`config.mk`:
```
export PLATFORM = sky130hd
export DESIGN_NAME = wodr_mul
export DESIGN_NICKNAME = d
export VERILOG_FILES = /design/src/hw/rtl/wodr_pkg.sv /design/src/hw/rtl/wodr_mul.sv
export SDC_FILE = /design/constraint.sdc
export NUM_CORES = 1
export LEC_CHECK = 0
export BUFFER_PORTS_ARGS = -buffer_cell sky130_fd_sc_hd__buf_4
export CAP_MARGIN = 20
export CORE_MARGIN = 2
export CORE_UTILIZATION = 55
export DETAILED_ROUTE_END_ITERATION = 10
export GPL_TIMING_DRIVEN = 0
export PLACE_DENSITY_LB_ADDON = 0.15
export SKIP_CTS_REPAIR_TIMING = 1
export SLEW_MARGIN = 10
export SYNTH_ARGS = -nofsm -noshare
export SYNTH_HDL_FRONTEND = slang
export SYNTH_SLANG_ARGS = --single-unit
```
`constraint.sdc`:
```
create_clock -name clk -period 13.1 [get_ports clk]
set_input_delay 0.655 -clock clk [delete_from_list [all_inputs] [get_ports clk]]
set_output_delay 0.655 -clock clk [all_outputs]
set_load 0.1 [all_outputs]
```
`src/hw/rtl/wodr_pkg.sv`:
```
// Package: constants, sine table function and shared types for wheel odometry.
`default_nettype none
package wodr_pkg;
    localparam int SINE_DEPTH_DEF = 1441;
    localparam int TICKS_DEF      = 20;
    localparam logic [15:0] SCALE_RESET  = 16'd18678;
    localparam logic [7:0]  THRESH_RESET = 8'd4;
    localparam logic [12:0] FULL_TURN    = 13'd5760;
    localparam logic [12:0] QUADRANT     = 13'd1440;
    localparam logic [0:0]  REG_SCALE    = 1'b0;
    localparam logic [0:0]  REG_THRESH   = 1'b1;

    // serial multiplier request
    typedef struct packed {
        logic        start;
        logic [10:0] mag;    // |sum|
        logic [15:0] scale;
        logic [14:0] trig_a;
        logic [14:0] trig_b;
    } mul_req_t;

    // shift-subtract quotient, used only on constants while building the table
    function automatic longint unsigned table_div(input longint unsigned num,
                                                  input longint unsigned den);
        longint unsigned q, r;
        q = 0;
        r = 0;
        for (int b = 63; b >= 0; b--)
        begin
            r = {r[62:0], num[b]};
            q = q << 1;
            if (r >= den)
            begin
                r = r - den;
                q = q | 64'd1;
            end
        end
        return q;
    endfunction

    // Q0.15 quarter-wave sine entry, Taylor series in Q30 (elaboration/ROM logic)
    function automatic logic [14:0] sine_entry(input int unsigned idx, input int unsigned depth);
        longint unsigned span, x, x2, term;
        longint sum, v;
        span = 64'(depth - 1);
        x = table_div(64'd1686629713 * idx + (span >> 1), span);
        x2 = (x * x) >> 30;
        term = x;
        sum = longint'(x);
        for (int k = 1; k <= 7; k++)
        begin
            term = table_div((term * x2) >> 30, 64'((2 * k) * (2 * k + 1)));
            if ((k & 1) == 1)
                sum = sum - longint'(term);
            else
                sum = sum + longint'(term);
        end
        if (sum < 0)
            sum = 0;
        v = ((sum << 15) + (64'sd1 << 29)) >>> 30;
        if (v > 32767)
            v = 32767;
        return v[14:0];
    endfunction
endpackage
`default_nettype wire

```
`src/hw/rtl/wodr_mul.sv`:
```
// Bit-serial multiplier: |sum|*scale then times two trig values, one bit per cycle.
`default_nettype none
module wodr_mul
    import wodr_pkg::*;
(
    input  wire logic        clk,
    input  wire logic        rst_n,
    input  mul_req_t         req,
    output logic             done,
    output logic [41:0]      prod_a,
    output logic [41:0]      prod_b
);
    localparam logic [1:0] S_IDLE = 2'd0;
    localparam logic [1:0] S_P1   = 2'd1;
    localparam logic [1:0] S_P2   = 2'd2;

    logic [1:0]  state_reg, state_next;
    logic [4:0]  cnt_reg, cnt_next;
    logic [15:0] sh1_reg, sh1_next;
    logic [26:0] acc1_reg, acc1_next;
    logic [26:0] mc_reg, mc_next;
    logic [14:0] sa_reg, sa_next, sb_reg, sb_next;
    logic [41:0] pa_reg, pa_next, pb_reg, pb_next;
    logic [41:0] mc2_reg, mc2_next;
    logic        done_reg, done_next;

    always_comb
    begin
        state_next = state_reg;
        cnt_next = cnt_reg;
        sh1_next = sh1_reg;
        acc1_next = acc1_reg;
        mc_next = mc_reg;
        sa_next = sa_reg;
        sb_next = sb_reg;
        pa_next = pa_reg;
        pb_next = pb_reg;
        mc2_next = mc2_reg;
        done_next = 1'b0;
        unique case (state_reg)
            S_IDLE:
            begin
                if (req.start)
                begin
                    state_next = S_P1;
                    cnt_next = 5'd0;
                    sh1_next = req.scale;
                    mc_next = {16'd0, req.mag};
                    acc1_next = '0;
                    sa_next = req.trig_a;
                    sb_next = req.trig_b;
                end
            end
            S_P1:
            begin
                if (sh1_reg[0])
                    acc1_next = acc1_reg + mc_reg;
                sh1_next = sh1_reg >> 1;
                mc_next = mc_reg << 1;
                cnt_next = cnt_reg + 5'd1;
                if (cnt_reg == 5'd15)
                begin
                    state_next = S_P2;
                    cnt_next = 5'd0;
                    pa_next = '0;
                    pb_next = '0;
                end
            end
            S_P2:
            begin
                if (cnt_reg == 5'd0)
                    mc2_next = {15'd0, acc1_reg} << 1;
                else
                    mc2_next = mc2_reg << 1;
                if (sa_reg[0])
                    pa_next = pa_reg + ((cnt_reg == 5'd0) ? {15'd0, acc1_reg} : mc2_reg);
                if (sb_reg[0])
                    pb_next = pb_reg + ((cnt_reg == 5'd0) ? {15'd0, acc1_reg} : mc2_reg);
                sa_next = sa_reg >> 1;
                sb_next = sb_reg >> 1;
                cnt_next = cnt_reg + 5'd1;
                if (cnt_reg == 5'd14)
                begin
                    state_next = S_IDLE;
                    done_next = 1'b1;
                end
            end
            default:
                state_next = S_IDLE;
        endcase
    end

    always_ff @(posedge clk or negedge rst_n)
    begin
        if (!rst_n)
        begin
            state_reg <= S_IDLE;
            cnt_reg <= '0;
            done_reg <= 1'b0;
        end
        else
        begin
            state_reg <= state_next;
            cnt_reg <= cnt_next;
            done_reg <= done_next;
        end
    end

    always_ff @(posedge clk)
    begin
        sh1_reg <= sh1_next;
        acc1_reg <= acc1_next;
        mc_reg <= mc_next;
        sa_reg <= sa_next;
        sb_reg <= sb_next;
        pa_reg <= pa_next;
        pb_reg <= pb_next;
        mc2_reg <= mc2_next;
    end

    assign done = done_reg;
    assign prod_a = pa_reg;
    assign prod_b = pb_reg;
endmodule
`default_nettype wire

```
==> Flow_metrics.wiki <==
{| class="wikitable"
! Metric !! Value
|-
| Routed via count divided by cell count || about 6
|-
| Standard-cell rows || 59
|-
| Worst rel slew slack || ~30%
|-
| Upper clock frequency limit || around 180 MHz
|-
| Critical Setup Path Class || reg -> reg
|-
| Setup slack of the most critical reg-to-reg path || 7.62 ns
|-
| Die footprint || 28,200 sq um
|-
| Sequential cell area || 6960 sq um
|-
| Critical Path Source Type || flop
|-
| Share of synthesized cell area in and, or, nand and nor gates || 13.0%
|-
| Placed wire-length estimate after detailed placement || around 28,000 microns
|-
| Synth Area in XOR/XNOR || 5.63%
|-
| Sum of overflow across all layers after global routing || 0
|-
| First-pass GRT wire length || between 50,000 and 60,000 microns
|-
| Total routing resource utilization after global routing || 25.0%
|-
| Met2 Resource Use GR || around 40%
|-
| FF+latch count, synth || approximately 230
|-
| Antenna Nets Post-Route || 0
|-
| Synth area leaders || sky130_fd_sc_hd__edfxtp_1, sky130_fd_sc_hd__ha_1, sky130_fd_sc_hd__mux2_2
|-
| Iteration-0 DRC count of the detailed router || ~930
|-
| Clock tree root buffer cell || sky130_fd_sc_hd__clkbuf_16
|-
| Post-layout min period || 5.48 ns
|-
| Register area share after synthesis || 47.1%
|-
| Global routing usage on met1 || 35.4%
|-
| Number of max-slew violations in the final report || 0
|-
| Syn-to-layout area delta || 17.3%
|-
| Effective utilization at floorplan || 56.4%
|-
| Fill cell count || between 2,000 and 2,500
|-
| Met3 routing resource usage after global routing || 3.60%
|-
| DRC Markers || 0
|-
| Clock-pin slew of the registers on the worst-case setup and hold paths || approximately 0.06 ns
|-
| Hold EP || mc_reg[0]$_SDFFCE_PP0P_
|-
| Number of cells produced by synthesis || roughly 1,400
|-
| Class of the tightest hold or removal check || in -> reg
|-
| Dominant combinational cell family by area after synthesis || compound AO/OA/AOI/OAI gates
|-
| Final critical-path share of the clock period || 41.8%
|-
| Final-layout worst hold slack || 0.415 ns
|-
| Slew @ Worst Pin || 1.05 ns
|-
| Ys flop type || sky130_fd_sc_hd__edfxtp_1
|-
| Clock network latency to the later pin of the worst-skew pair || 0.54 ns
|-
| Reg-to-Reg Start || cnt_reg[0]$_DFFE_PN0P_
|-
| Launch point of the worst path || cnt_reg[0]$_DFFE_PN0P_
|-
| Arrival time at the worst endpoint || 5.74 ns
|-
| Port Buffer Count || between 100 and 150
|-
| Setup-failing EPs final || 0
|-
| Syn Std Cell Area || between 10,000 and 15,000 sq um
|-
| Unrepaired setup endpoints after global routing || false
|-
| Worst Setup End Kind || flop
|-
| Area fraction of the dominant cell type after synthesis || 45.7%
|-
| Proportion of layout cells with a drive suffix above 1 || a little under a fifth
|-
| Synth cell types || 65
|-
| Floorplan core area || approximately 26,000 sq um
|-
| Number of global-route vias before repair || around 11,000
|-
| Final hold violation count || 0
|-
| Share of the synthesized area in compound gates (AO/OA/AOI/OAI) || between 10% and 20%
|-
| Number of placed cells counting well taps || 1,861
|-
| Largest net degree at the start of global routing || 29
|-
| Fraction of registers with async set or reset after synthesis || 3.43%
|-
| Max Cap Violations || 0
|-
| Worst Hold Path Cells || 2
|-
| Deepest clock path buffer count || 3
|-
| Initial antenna violation count || 0
|-
| Worst clock skew on the final layout || 0.00932 ns
|-
| Multiplexer fraction of the synthesized cell area || around 6.1%
|-
| TritonCTS Sinks || 233
|-
| Overall routed net length || 35,800 microns
|-
| CTS HTree Levels || 1
|-
| Setup TNS || 0 ns
|-
| GP Congestion || ~0.92
|-
| Net count of the finished layout || 1,738
|-
| Routed wire length per instance || 18.7 microns
|-
| Net count after synthesis || 1,557
|-
| Post-layout instance count excluding filler cells || 1,911
|-
| Synthesized area per cell || 10.7 sq um
|-
| Area of combinational cells with multiple inputs || 7540 sq um
|-
| Yosys top cell by area || sky130_fd_sc_hd__edfxtp_1
|-
| Most Crowded Layer GR || met2
|-
| Result of the run || finished clean
|-
| Data required time at the worst endpoint || approximately 13 ns
|-
| Top-level port count || ~150
|-
| Routed via count || 11,200
|-
| Detailed-router iteration count before antenna repair || 6
|-
| Critical path peak fanout || 10
|-
| Yosys synthesis warning count || 0
|-
| FF-to-FF path depth || 16
|-
| Die Width || 168 microns
|-
| Vertical extent of the die || ~170 microns
|-
| Number of synthesized flops with an enable pin || 225
|-
| Inserted Diodes || 0
|-
| Clock tree from TritonCTS || built
|-
| R2r endpoint || prod_a[37]$_SDFFCE_PN0P_
|-
| Area share of fa/ha/maj cells after synthesis || 10.5%
|-
| Clock buffer count from CTS || 27
|-
| Beginning of the worst hold path || req[46]
|}
==> Yosys cell counts, drive strengths merged, types with 2 or more instances <==
library cell  number
clkbuf            38
nor2             146
dfrtp              8
o41ai              2
mux2              79
o211ai             6
or2                5
buf                8
a41oi              2
nand4             25
o31ai              8
edfxtp           225
o21a              15
inv               39
and2              31
a221oi             4
o21bai            14
and3               7
nand2b            14
a21boi             4
or3                5
nand2             77
nand3             26
nor2b             41
a221o              3
a31oi             10
o221ai             2
xor2              47
nor4               2
o31a               2
ha               119
a21o              59
o21ai             80
nor3              19
xnor2             48
o2111ai            2
and4               3
fa                 3
a21oi            116
a211oi            12
o311ai             2
a31o               6
==> placed cells by master, fill, tap and decap left out, types with 28 or more instances in the layout <==
cell type | Yosys | final
sky130_fd_sc_hd__edfxtp_1 | 225 | 225
sky130_fd_sc_hd__nor2_1 | 146 | 146
sky130_fd_sc_hd__buf_4 | 0 | 144
sky130_fd_sc_hd__ha_1 | 119 | 118
sky130_fd_sc_hd__a21oi_1 | 114 | 112
sky130_fd_sc_hd__mux2_2 | 79 | 79
sky130_fd_sc_hd__nand2_1 | 77 | 77
sky130_fd_sc_hd__a21o_1 | 59 | 59
sky130_fd_sc_hd__o21ai_0 | 52 | 50
sky130_fd_sc_hd__xnor2_1 | 48 | 48
sky130_fd_sc_hd__xor2_1 | 47 | 47
sky130_fd_sc_hd__clkbuf_1 | 38 | 44
sky130_fd_sc_hd__nor2b_1 | 41 | 41
sky130_fd_sc_hd__inv_1 | 38 | 38
sky130_fd_sc_hd__and2_1 | 31 | 31
sky130_fd_sc_hd__o21ai_1 | 28 | 28
==> cells by family after synthesis <==
| group | count (synthesis) |
|---|---|
| AOI/OAI and AO/OA | 355 |
| xor gates and xnor gates | 95 |
| adders and majority gates | 122 |
| buffers and inverters | 86 |
| DFF | 233 |
| muxes | 80 |
| and+or+nand+nor | 404 |
==> layout make-up <==
type	count	share of cell area, %
Inverter	40	0.867
Multi-Input combinational cell	1056	43.5
Timing Repair Buffer	152	7.21
Sequential cell	233	40.2
Clock buffer	34	4.11
Clock inverter	15	0.737
Buffer	46	1.01
Tap cell	335	2.42
==> critical path, stage by stage, from the launching register on <==
cell	delay (ns)
sky130_fd_sc_hd__dfrtp_1	0.42
sky130_fd_sc_hd__inv_1	0.10
sky130_fd_sc_hd__ha_1	0.14
sky130_fd_sc_hd__nor4b_1	0.56
sky130_fd_sc_hd__clkbuf_1	0.55
sky130_fd_sc_hd__clkbuf_1	0.50
sky130_fd_sc_hd__mux2_2	0.49
sky130_fd_sc_hd__ha_1	0.33
sky130_fd_sc_hd__a211oi_1	0.24
sky130_fd_sc_hd__o21a_1	0.23
sky130_fd_sc_hd__o21ai_1	0.13
sky130_fd_sc_hd__a221o_1	0.37
sky130_fd_sc_hd__a211oi_2	0.47
sky130_fd_sc_hd__o21ai_1	0.23
sky130_fd_sc_hd__a21boi_1	0.23
sky130_fd_sc_hd__xor2_1	0.18
sky130_fd_sc_hd__nor2_1	0.05
==> per-layer routing <==
metal / share of wire (%) / up-vias
li1: - / 5472
met5: 0 / -
met4: 3.4 / 0
met1: 45 / 5304
met3: 6.4 / 66
met2: 45 / 351
==> worst max-delay path by stage <==
| stage | slack (ns) | cells after the start | to |
|---|---|---|---|
| 2_1_floorplan | 7.79 | 6 | acc1_reg[0]$_SDFFCE_PN0P_ |
| 3_5_place_dp | 7.65 | 16 | prod_a[37]$_SDFFCE_PN0P_ |
| 6_report | 7.62 | 16 | prod_a[37]$_SDFFCE_PN0P_ |
| 4_1_cts | 7.60 | 16 | prod_a[37]$_SDFFCE_PN0P_ |
| 5_1_grt | 7.21 | 16 | prod_a[37]$_SDFFCE_PN0P_ |
| 3_3_place_gp | 5.34 | 6 | sb_reg[5]$_DFFE_PP_ |
==> stage by stage <==
| step | util, % | worst slack (ns) | cell area [sq um] |
|---|---|---|---|
| floorplan | - | 7.79 | 14800 |
| global placement | 62.1 | 5.34 | 16300 |
| detailed placement | 62.9 | 7.65 | 16500 |
| CTS | 66.1 | 7.60 | 17300 |
| global route | 66.1 | 7.21 | 17300 |
| finish | 66.1 | 7.62 | 17300 |
Power is left out: the tool's default activity adds up to more than one toggle a clock period on the data nets, which glitch-free logic cannot reach.
